--- src/hdl/jtca_pkg.sv ---
// Package: constants, types and tables shared by the joint transform block.
`default_nettype none
package jtca_pkg;
    localparam int MAX_CHANNELS = 6;
    localparam int CORDIC_STEPS = 16;
    localparam int STEP_W = $clog2(CORDIC_STEPS);
    localparam int CH_W = 3;
    localparam int ANG_W = 16;
    localparam int ENT_W = 18;
    localparam int CW = 34;
    localparam logic signed [ENT_W-1:0] ONE_Q16 = 18'sd65536;
    localparam logic signed [CW-1:0] GAIN_Q30 = 34'sh026DD3B6A;
    localparam logic signed [CW-1:0] HALF_PI_Q30 = 34'sd1686629713;
    localparam logic signed [CW-1:0] PI_Q30 = 34'sd3373259426;

    localparam logic [2:0] KIND_XROT = 3'd0;
    localparam logic [2:0] KIND_YROT = 3'd1;
    localparam logic [2:0] KIND_ZROT = 3'd2;

    localparam logic [2:0] REG_COUNT = 3'd0;
    localparam logic [2:0] REG_KINDS = 3'd1;
    localparam logic [2:0] REG_OFFX = 3'd2;
    localparam logic [2:0] REG_OFFY = 3'd3;
    localparam logic [2:0] REG_OFFZ = 3'd4;

    typedef logic signed [ENT_W-1:0] entry_t;

    typedef struct packed {
        logic                    start;
        logic signed [ANG_W-1:0] angle;
    } cordic_req_t;

    typedef struct packed {
        logic   done;
        entry_t sn;
        entry_t cs;
    } cordic_rsp_t;

    function automatic logic signed [CW-1:0] atan_q30(input logic [4:0] i);
        logic signed [CW-1:0] v;
        case (i)
            5'd0: v = 34'sh03243F6A8;  5'd1: v = 34'sh01DAC6705;
            5'd2: v = 34'sh00FADBAFC;  5'd3: v = 34'sh007F56EA6;
            5'd4: v = 34'sh003FEAB76;  5'd5: v = 34'sh001FFD55B;
            5'd6: v = 34'sh000FFFAAA;  5'd7: v = 34'sh0007FFF55;
            5'd8: v = 34'sh0003FFFEA;  5'd9: v = 34'sh0001FFFFD;
            5'd10: v = 34'sh0000FFFFF; 5'd11: v = 34'sh00007FFFF;
            5'd12: v = 34'sh00003FFFF; 5'd13: v = 34'sh00001FFFF;
            5'd14: v = 34'sh00000FFFF; 5'd15: v = 34'sh000007FFF;
            5'd16: v = 34'sh000003FFF; 5'd17: v = 34'sh000001FFF;
            5'd18: v = 34'sh000000FFF; 5'd19: v = 34'sh0000007FF;
            5'd20: v = 34'sh0000003FF; 5'd21: v = 34'sh0000001FF;
            5'd22: v = 34'sh0000000FF; 5'd23: v = 34'sh00000007F;
            5'd24: v = 34'sh00000003F; 5'd25: v = 34'sh00000001F;
            5'd26: v = 34'sh00000000F; 5'd27: v = 34'sh000000008;
            5'd28: v = 34'sh000000004; 5'd29: v = 34'sh000000002;
            5'd30: v = 34'sh000000001;
            default: v = '0;
        endcase
        return v;
    endfunction
endpackage
`default_nettype wire

--- src/hdl/joint_transform_from_channel_angles.sv ---
// Top level: joint transform from up to six channel angles.
//
// Input beats carry angle_0..angle_5 (signed Q3.13 radians) on a valid/ready
// channel; each accepted beat yields one output beat holding the nine rotation
// entries (Q1.16, saturated to plus or minus one) and the joint offset as the
// translation. The block takes one beat at a time: ready is low from
// acceptance until the result has been taken.
// Each rotation channel passes through the states CHAN, to pick the channel
// and start the CORDIC, WAIT, for its 16 iterations and the finished result,
// MUL, on the single shared multiplier (two products for each of six entries,
// one product a cycle), and NEXT, to step on. A channel of any other kind
// passes only through CHAN and NEXT. Ready rises in the cycle after the result
// is taken. The iterative CORDIC and the one multiplier set the beat rate. If
// the receiver stalls, the result holds on the output until taken, and no new
// beat is accepted. Reset returns the count register to 3, the kinds and
// offset registers to 0 and the state to idle; the datapath registers are not
// reset. The configuration port is APB with pready always high.
`default_nettype none
module joint_transform_from_channel_angles (
    input  wire logic               clk,
    input  wire logic               rst_n,
    input  wire logic               psel,
    input  wire logic               penable,
    input  wire logic               pwrite,
    input  wire logic [4:0]         paddr,
    input  wire logic [31:0]        pwdata,
    output logic [31:0]             prdata,
    output logic                    pready,
    input  wire logic               in_valid,
    output logic                    in_ready,
    input  wire logic signed [15:0] angle_0,
    input  wire logic signed [15:0] angle_1,
    input  wire logic signed [15:0] angle_2,
    input  wire logic signed [15:0] angle_3,
    input  wire logic signed [15:0] angle_4,
    input  wire logic signed [15:0] angle_5,
    output logic                    out_valid,
    input  wire logic               out_ready,
    output logic signed [17:0]      r00,
    output logic signed [17:0]      r01,
    output logic signed [17:0]      r02,
    output logic signed [17:0]      r10,
    output logic signed [17:0]      r11,
    output logic signed [17:0]      r12,
    output logic signed [17:0]      r20,
    output logic signed [17:0]      r21,
    output logic signed [17:0]      r22,
    output logic signed [31:0]      trans_x,
    output logic signed [31:0]      trans_y,
    output logic signed [31:0]      trans_z
);
    typedef enum logic [5:0] {
        S_IDLE  = 6'b000001,
        S_CHAN  = 6'b000010,
        S_WAIT  = 6'b000100,
        S_MUL   = 6'b001000,
        S_NEXT  = 6'b010000,
        S_OUT   = 6'b100000
    } state_t;

    state_t state_reg, state_next;

    logic [2:0]         count_reg;
    logic [17:0]        kinds_reg;
    logic signed [31:0] offx_reg, offy_reg, offz_reg;

    logic signed [15:0] ang_reg [jtca_pkg::MAX_CHANNELS];
    jtca_pkg::entry_t   m_reg [3][3];
    logic [2:0]         ch_reg;
    logic [2:0]         nch_reg;
    logic [1:0]         row_reg;
    logic [1:0]         ph_reg;
    logic [1:0]         p_reg, q_reg;
    jtca_pkg::entry_t   sn_reg, cs_reg;
    logic signed [35:0] acc_reg;
    logic signed [35:0] prod;
    jtca_pkg::entry_t   ma, mb, res, vp_reg;
    logic [2:0]         kind;
    logic [2:0]         ch_idx;

    jtca_pkg::cordic_req_t creq;
    jtca_pkg::cordic_rsp_t crsp;

    logic wr;
    assign wr     = psel && penable && pwrite && pready;
    assign pready = 1'b1;

    always_comb
    begin
        case (paddr[4:2])
            jtca_pkg::REG_COUNT: prdata = {29'd0, count_reg};
            jtca_pkg::REG_KINDS: prdata = {14'd0, kinds_reg};
            jtca_pkg::REG_OFFX:  prdata = offx_reg;
            jtca_pkg::REG_OFFY:  prdata = offy_reg;
            jtca_pkg::REG_OFFZ:  prdata = offz_reg;
            default:             prdata = '0;
        endcase
    end

    always_ff @(posedge clk or negedge rst_n)
    begin
        if (!rst_n)
        begin
            count_reg <= 3'd3;
            kinds_reg <= '0;
            offx_reg  <= '0;
            offy_reg  <= '0;
            offz_reg  <= '0;
        end
        else if (wr)
        begin
            case (paddr[4:2])
                jtca_pkg::REG_COUNT: count_reg <= pwdata[2:0];
                jtca_pkg::REG_KINDS: kinds_reg <= pwdata[17:0];
                jtca_pkg::REG_OFFX:  offx_reg  <= pwdata;
                jtca_pkg::REG_OFFY:  offy_reg  <= pwdata;
                jtca_pkg::REG_OFFZ:  offz_reg  <= pwdata;
                default: ;
            endcase
        end
    end

    jtca_cordic u_cordic (
        .clk   (clk),
        .rst_n (rst_n),
        .req   (creq),
        .rsp   (crsp)
    );

    assign ch_idx = (ch_reg < 3'(jtca_pkg::MAX_CHANNELS)) ? ch_reg : 3'd0;
    assign kind   = kinds_reg[3*ch_idx +: 3];

    // Phase 0 forms c*p, phase 1 adds s*q; phase 2 forms c*q, phase 3 subtracts s*p.
    always_comb
    begin
        case (ph_reg)
            2'd0: begin ma = cs_reg; mb = m_reg[row_reg][p_reg]; end
            2'd1: begin ma = sn_reg; mb = m_reg[row_reg][q_reg]; end
            2'd2: begin ma = cs_reg; mb = m_reg[row_reg][q_reg]; end
            default: begin ma = sn_reg; mb = vp_reg; end
        endcase
        prod = 36'(ma * mb);
        begin
            logic signed [35:0] s, t;
            s = (ph_reg == 2'd3) ? acc_reg - prod : acc_reg + prod;
            t = (s + 36'sd32768) >>> 16;
            if (t > 36'sd65536)
                res = jtca_pkg::ONE_Q16;
            else if (t < -36'sd65536)
                res = -jtca_pkg::ONE_Q16;
            else
                res = t[17:0];
        end
    end

    always_comb
    begin
        state_next = state_reg;
        creq.start = 1'b0;
        creq.angle = ang_reg[ch_idx];
        case (state_reg)
            S_IDLE: if (in_valid) state_next = S_CHAN;
            S_CHAN:
            begin
                if (ch_reg >= nch_reg)
                    state_next = S_OUT;
                else if (kind inside {jtca_pkg::KIND_XROT, jtca_pkg::KIND_YROT,
                                      jtca_pkg::KIND_ZROT})
                begin
                    creq.start = 1'b1;
                    state_next = S_WAIT;
                end
                else
                    state_next = S_NEXT;
            end
            S_WAIT: if (crsp.done) state_next = S_MUL;
            S_MUL:  if (row_reg == 2'd2 && ph_reg == 2'd3) state_next = S_NEXT;
            S_NEXT: state_next = S_CHAN;
            S_OUT:  if (out_ready) state_next = S_IDLE;
            default: state_next = S_IDLE;
        endcase
    end

    always_ff @(posedge clk or negedge rst_n)
    begin
        if (!rst_n)
            state_reg <= S_IDLE;
        else
            state_reg <= state_next;
    end

    always_ff @(posedge clk)
    begin
        case (state_reg)
            S_IDLE:
            if (in_valid)
            begin
                ang_reg[0] <= angle_0; ang_reg[1] <= angle_1; ang_reg[2] <= angle_2;
                ang_reg[3] <= angle_3; ang_reg[4] <= angle_4; ang_reg[5] <= angle_5;
                for (int r = 0; r < 3; r++)
                    for (int c = 0; c < 3; c++)
                        m_reg[r][c] <= (r == c) ? jtca_pkg::ONE_Q16 : '0;
                ch_reg  <= '0;
                nch_reg <= (count_reg > 3'(jtca_pkg::MAX_CHANNELS))
                           ? 3'(jtca_pkg::MAX_CHANNELS) : count_reg;
            end
            S_CHAN:
            begin
                case (kind)
                    jtca_pkg::KIND_XROT: begin p_reg <= 2'd1; q_reg <= 2'd2; end
                    jtca_pkg::KIND_YROT: begin p_reg <= 2'd2; q_reg <= 2'd0; end
                    default:             begin p_reg <= 2'd0; q_reg <= 2'd1; end
                endcase
                row_reg <= '0;
                ph_reg  <= '0;
            end
            S_WAIT:
            begin
                sn_reg <= crsp.sn;
                cs_reg <= crsp.cs;
            end
            S_MUL:
            begin
                ph_reg <= ph_reg + 1'b1;
                case (ph_reg)
                    2'd0: acc_reg <= prod;
                    2'd1:
                    begin
                        vp_reg <= m_reg[row_reg][p_reg];
                        m_reg[row_reg][p_reg] <= res;
                    end
                    2'd2: acc_reg <= prod;
                    default:
                    begin
                        m_reg[row_reg][q_reg] <= res;
                        row_reg <= row_reg + 1'b1;
                    end
                endcase
            end
            S_NEXT: ch_reg <= ch_reg + 1'b1;
            default: ;
        endcase
    end

    assign in_ready  = (state_reg == S_IDLE);
    assign out_valid = (state_reg == S_OUT);
    assign r00 = m_reg[0][0]; assign r01 = m_reg[0][1]; assign r02 = m_reg[0][2];
    assign r10 = m_reg[1][0]; assign r11 = m_reg[1][1]; assign r12 = m_reg[1][2];
    assign r20 = m_reg[2][0]; assign r21 = m_reg[2][1]; assign r22 = m_reg[2][2];
    assign trans_x = offx_reg;
    assign trans_y = offy_reg;
    assign trans_z = offz_reg;

    a_no_overlap: assert property (@(posedge clk) disable iff (!rst_n)
        !(in_ready && out_valid)) else $error("ready while result pending");
    a_out_after: assert property (@(posedge clk) disable iff (!rst_n)
        out_valid && !out_ready |=> out_valid && $stable(r00) && $stable(r22))
        else $error("result changed while stalled");
    a_cordic_idle: assert property (@(posedge clk) disable iff (!rst_n)
        crsp.done |-> state_reg == S_WAIT) else $error("stray cordic result");
    a_accept: assert property (@(posedge clk) disable iff (!rst_n)
        in_valid && in_ready |=> !in_ready) else $error("second beat taken");
endmodule
`default_nettype wire

--- src/hdl/jtca_cordic.sv ---
// Iterative CORDIC giving sine and cosine of a Q3.13 angle in saturated Q1.16.
`default_nettype none
module jtca_cordic (
    input  wire logic                 clk,
    input  wire logic                 rst_n,
    input  wire jtca_pkg::cordic_req_t req,
    output jtca_pkg::cordic_rsp_t     rsp
);
    localparam int CW = jtca_pkg::CW;

    logic                       busy_reg;
    logic [jtca_pkg::STEP_W-1:0] step_reg;
    logic                       flip_reg;
    logic signed [CW-1:0]       x_reg, y_reg, z_reg;
    logic                       done_reg;
    jtca_pkg::entry_t           sn_reg, cs_reg;

    logic signed [CW-1:0] z0, zr, dx, dy, xn, yn, fx, fy;
    logic                 f0;

    function automatic jtca_pkg::entry_t to_q16(input logic signed [CW-1:0] v);
        logic signed [CW-1:0] t;
        t = (v + 34'sd8192) >>> 14;
        if (t > 34'sd65536)
            return jtca_pkg::ONE_Q16;
        else if (t < -34'sd65536)
            return -jtca_pkg::ONE_Q16;
        return t[jtca_pkg::ENT_W-1:0];
    endfunction

    always_comb
    begin
        z0 = {{(CW-jtca_pkg::ANG_W-17){req.angle[jtca_pkg::ANG_W-1]}}, req.angle, 17'd0};
        zr = z0;
        f0 = 1'b0;
        if (z0 > jtca_pkg::HALF_PI_Q30)
        begin
            zr = z0 - jtca_pkg::PI_Q30;
            f0 = 1'b1;
        end
        else if (z0 < -jtca_pkg::HALF_PI_Q30)
        begin
            zr = z0 + jtca_pkg::PI_Q30;
            f0 = 1'b1;
        end
        dx = y_reg >>> step_reg;
        dy = x_reg >>> step_reg;
        xn = z_reg[CW-1] ? x_reg + dx : x_reg - dx;
        yn = z_reg[CW-1] ? y_reg - dy : y_reg + dy;
        fx = flip_reg ? -xn : xn;
        fy = flip_reg ? -yn : yn;
    end

    always_ff @(posedge clk or negedge rst_n)
    begin
        if (!rst_n)
        begin
            busy_reg <= 1'b0;
            done_reg <= 1'b0;
            step_reg <= '0;
        end
        else
        begin
            done_reg <= 1'b0;
            if (req.start)
            begin
                busy_reg <= 1'b1;
                step_reg <= '0;
                flip_reg <= f0;
                x_reg    <= jtca_pkg::GAIN_Q30;
                y_reg    <= '0;
                z_reg    <= zr;
            end
            else if (busy_reg)
            begin
                x_reg <= xn;
                y_reg <= yn;
                z_reg <= z_reg[CW-1] ? z_reg + jtca_pkg::atan_q30(5'(step_reg))
                                     : z_reg - jtca_pkg::atan_q30(5'(step_reg));
                if (32'(step_reg) == jtca_pkg::CORDIC_STEPS - 1)
                begin
                    busy_reg <= 1'b0;
                    done_reg <= 1'b1;
                    cs_reg   <= to_q16(fx);
                    sn_reg   <= to_q16(fy);
                end
                else
                    step_reg <= step_reg + 1'b1;
            end
        end
    end

    assign rsp.done = done_reg;
    assign rsp.sn   = sn_reg;
    assign rsp.cs   = cs_reg;
endmodule
`default_nettype wire

--- config.mk ---
export PLATFORM = sky130hd
export DESIGN_NAME = joint_transform_from_channel_angles
export DESIGN_NICKNAME = d
export VERILOG_FILES = /design/src/hdl/jtca_pkg.sv /design/src/hdl/joint_transform_from_channel_angles.sv /design/src/hdl/jtca_cordic.sv
export SDC_FILE = /design/constraint.sdc
export NUM_CORES = 2
export LEC_CHECK = 0
export BUFFER_PORTS_ARGS = -buffer_cell sky130_fd_sc_hd__buf_2
export CORE_MARGIN = 10
export CORE_UTILIZATION = 51
export CTS_BUF_LIST = sky130_fd_sc_hd__clkbuf_8
export CTS_CLUSTER_DIAMETER = 120
export DETAILED_ROUTE_END_ITERATION = 7
export GPL_TIMING_DRIVEN = 0
export HOLD_SLACK_MARGIN = 0.02
export PLACE_DENSITY = 0.7
export RECOVER_POWER = 25
export SLEW_MARGIN = 20
export SYNTH_ARGS = -nofsm -noshare
export SYNTH_HDL_FRONTEND = slang
export SYNTH_HIERARCHICAL = 1
export SYNTH_SLANG_ARGS = --single-unit
--- constraint.sdc ---
create_clock -name clk -period 18.6 [get_ports clk]
set_clock_uncertainty 0.2 [all_clocks]
set_input_delay 3.72 -clock clk [delete_from_list [all_inputs] [get_ports clk]]
set_output_delay 3.72 -clock clk [all_outputs]
set_load 0.01 [all_outputs]
==> run_results.csv <==
group,metric,value,unit
sta,slew_violations,176,
clock_network,cts_hold_buf,0,
route,wire_per_inst,25.03,µm
run_status,violations,"max-capacitance violations, max-slew violations",
placement,gp_congestion,1.010,
placement,dp.final_hpwl,163100,µm
route,vias,52020,
worst_hold_path,holdCritStartpoint,"u_cordic/cs_reg[17]$_DFFE_PP_",
route,drt-initial-drc-count,5252,
setup_path,cp_data_arrival_time,17310,ps
setup_path,max_stage_delay,770,ps
clock_network,htree_levels,3,
setup_path,crit_path_start_kind,"register",
sta,tightest_slew,4747,ps
flow_run,cap_violations,5,
yosys,yosys.area.top_type,"edfxtp_1",
setup_path,end_kind,"register",
layout,fin_nets,7397,
floorplan,die_x,363.9,µm
route,firstDrtPassIters,8,
setup_path,crit_slowest_cell,"o41ai_1",
worst_hold_path,hp-class,"reg -> reg",
global_routing,grt-ovfl-total,0,
yosys,mappedNetlistNets,6830,
clock_network,cts_buffer_depth,3,
setup_path,path_delay_family,"buffers and inverters",
yosys,synthesis.area,0.06031,mm²
yosys,ys_ff_latch,685,
yosys,netlist_instances,6103,
sta,finalHoldViolations,0,
yosys,yosys_warnings,6,
sta,finalCritPeriodShare,91.25,%
yosys,synth_edf_count,554,
layout,final_core_util,57.07,%
clock_network,cts_root_buf,"clkbuf_8",
setup_path,timing.critical_path.buf_inv,11,
sta,rsz0062_at_grt,"no",
floorplan,initial_core_util,51.21,%
route,viasPerCell,6.249,
setup_path,crit_type,"reg -> reg",
yosys,yosys.area.top_type_share,27.58,%
global_routing,antenna_found_initial,17,
route,final_antenna_net_count,0,
route,drc,0,
sta,finalSetupViolations,0,
sta,finalCriticalPeriod,16970,ps
setup_path,critPathRequiredTime,18930,ps
yosys,synth_seq_area_share,33.01,%
sta,tns,0,ps
setup_path,cp_common_cell,"fa_1",
yosys,ys_async_sr_fraction,18.83,%
yosys,synth_area_leaders,"edfxtp_1, fa_1, ha_1, dfrtp_1, mux4_2",
global_routing,grtUsageTotal,30.78,%
sta,fmax,58.92,MHz
clock_network,post_cts_buffers,0,
placement,portBuffers,428,
clock_network,insertion_delay,870,ps
run_status,status,"complete, but fails checks",
layout,drive_gt1_share,16.40,%
clock_network,numCtsBuffers,118,
layout,area_growth,11.44,%
floorplan,die_h,363.9,µm
yosys,synth_common_cells,"nand2_1, edfxtp_1, nor2_1",
route,finalWirelength,208400,µm
yosys,synth.most_common_cell,"nand2_1",
clock_network,ctsResizeCount,0,
global_routing,grt_max_degree,89,
floorplan,ioPinCount,433,
layout,largest_reg_flops,216,
setup_path,path_max_fanout,10,
global_routing,grt_pass1_vias,52140,
yosys,synth-main-ff-cell,"edfxtp_1",
yosys,synth.distinct_cells,133,
global_routing,grt_pass1_wl,314200,µm
floorplan,core_area,0.1178,mm²
sta,slew_headroom,-216.5,%
sta,hold_slack,164.9,ps
floorplan,die_area,0.1324,mm²
clock_network,clk_pin_slew_worst_paths,60,ps
yosys,synth_area_per_cell,9.882,µm²
floorplan,rows,126,
clock_network,clock_sink_count,685,
clock_network,cts_tree,"done",
==> cell usage in the layout, fill, tap and decap left out, types with 51 or more instances in the layout <==
cell type and instances:
a21oi_1 291, nor2_1 553, mux2_2 167, clkbuf_1 247
nand4_1 52, nand2_1 573, a21o_1 67, nor2b_1 51
nor3_1 211, xnor2_1 211, dfrtp_1 126, nand2b_1 58
edfxtp_1 554, and2_1 86, buf_2 434, clkbuf_8 124
inv_1 544, fa_1 332, a31oi_1 63, mux4_2 123
mux2i_1 167, o21ai_0 257, xor2_1 91, ha_1 255
nand3_1 100
==> routing by layer <==
metal / vias up / track usage (%) / share of wire, %
li1: 23076 / - / -
met1: 25588 / 37.57 / 37
met2: 2711 / 50.27 / 47
met3: 645 / 6.636 / 9.2
met4: 0 / 17.71 / 6.3
met5: - / 0 / 0
==> cells by family after synthesis <==
kind of cell               after synthesis  share of synthesized area (%)
AOI/OAI and AO/OA                     1212                          13.68
other                                    1                       0.006218
DFF                                    685                          33.01
adders and majority gates              587                          16.31
and+or+nand+nor                       2000                          16.12
xor gates and xnor gates               309                          4.572
buffers and inverters                  835                          5.521
muxes                                  474                          10.79
==> area by class of cell <==
class | count | area (µm²)
Inverter | 524 | 1969
Fill cell | 10402 | 50550
Tap cell | 1536 | 1922
Buffer | 311 | 1359
Antenna cell | 18 | 45.04
Clock buffer | 124 | 1707
Clock inverter | 96 | 710.7
Timing Repair Buffer | 447 | 2399
Multi-Input combinational cell | 4583 | 37190
Sequential cell | 685 | 19910
==> worst paths after layout <==
path                            slack (ps)  cells past startpoint                               end
worst max-delay path                  1630                     50             m_reg[2][9]$_DFFE_PP_
worst min-delay path                   160                      0              cs_reg[17]$_DFFE_PP_
worst max register to register        1630                     50             m_reg[2][9]$_DFFE_PP_
worst min register to register         160                      0              cs_reg[17]$_DFFE_PP_
max in group asynchronous             9430                      2           trans_x[11]$_DFFE_PN0P_
min in group asynchronous             6060                      2  u_cordic/step_reg[0]$_DFFE_PN0P_
==> worst reg2reg max path: cells and delay by family (launching register included) <==
kind	cells	cell delay, ps
buffers and inverters	11	3780
adder cells (fa/ha/maj)	8	3750
AO/OA/AOI/OAI	13	3580
AND/OR/NAND/NOR	13	3420
XOR/XNOR	4	1000
multiplexers	1	650
flip-flops	1	310
==> through the flow <==
stage	cells	area [µm²]	setup slack, ps
6_report	8324	67210	1628
4_1_cts	8305	67280	1778
5_1_grt	8321	67200	486.2
3_5_place_dp	8085	64860	1824
3_3_place_gp	8067	64370	1534
2_1_floorplan	6103	60310	5309
Power is left out: the tool's default activity adds up to more than one toggle a clock period on the data nets, which glitch-free logic cannot reach.
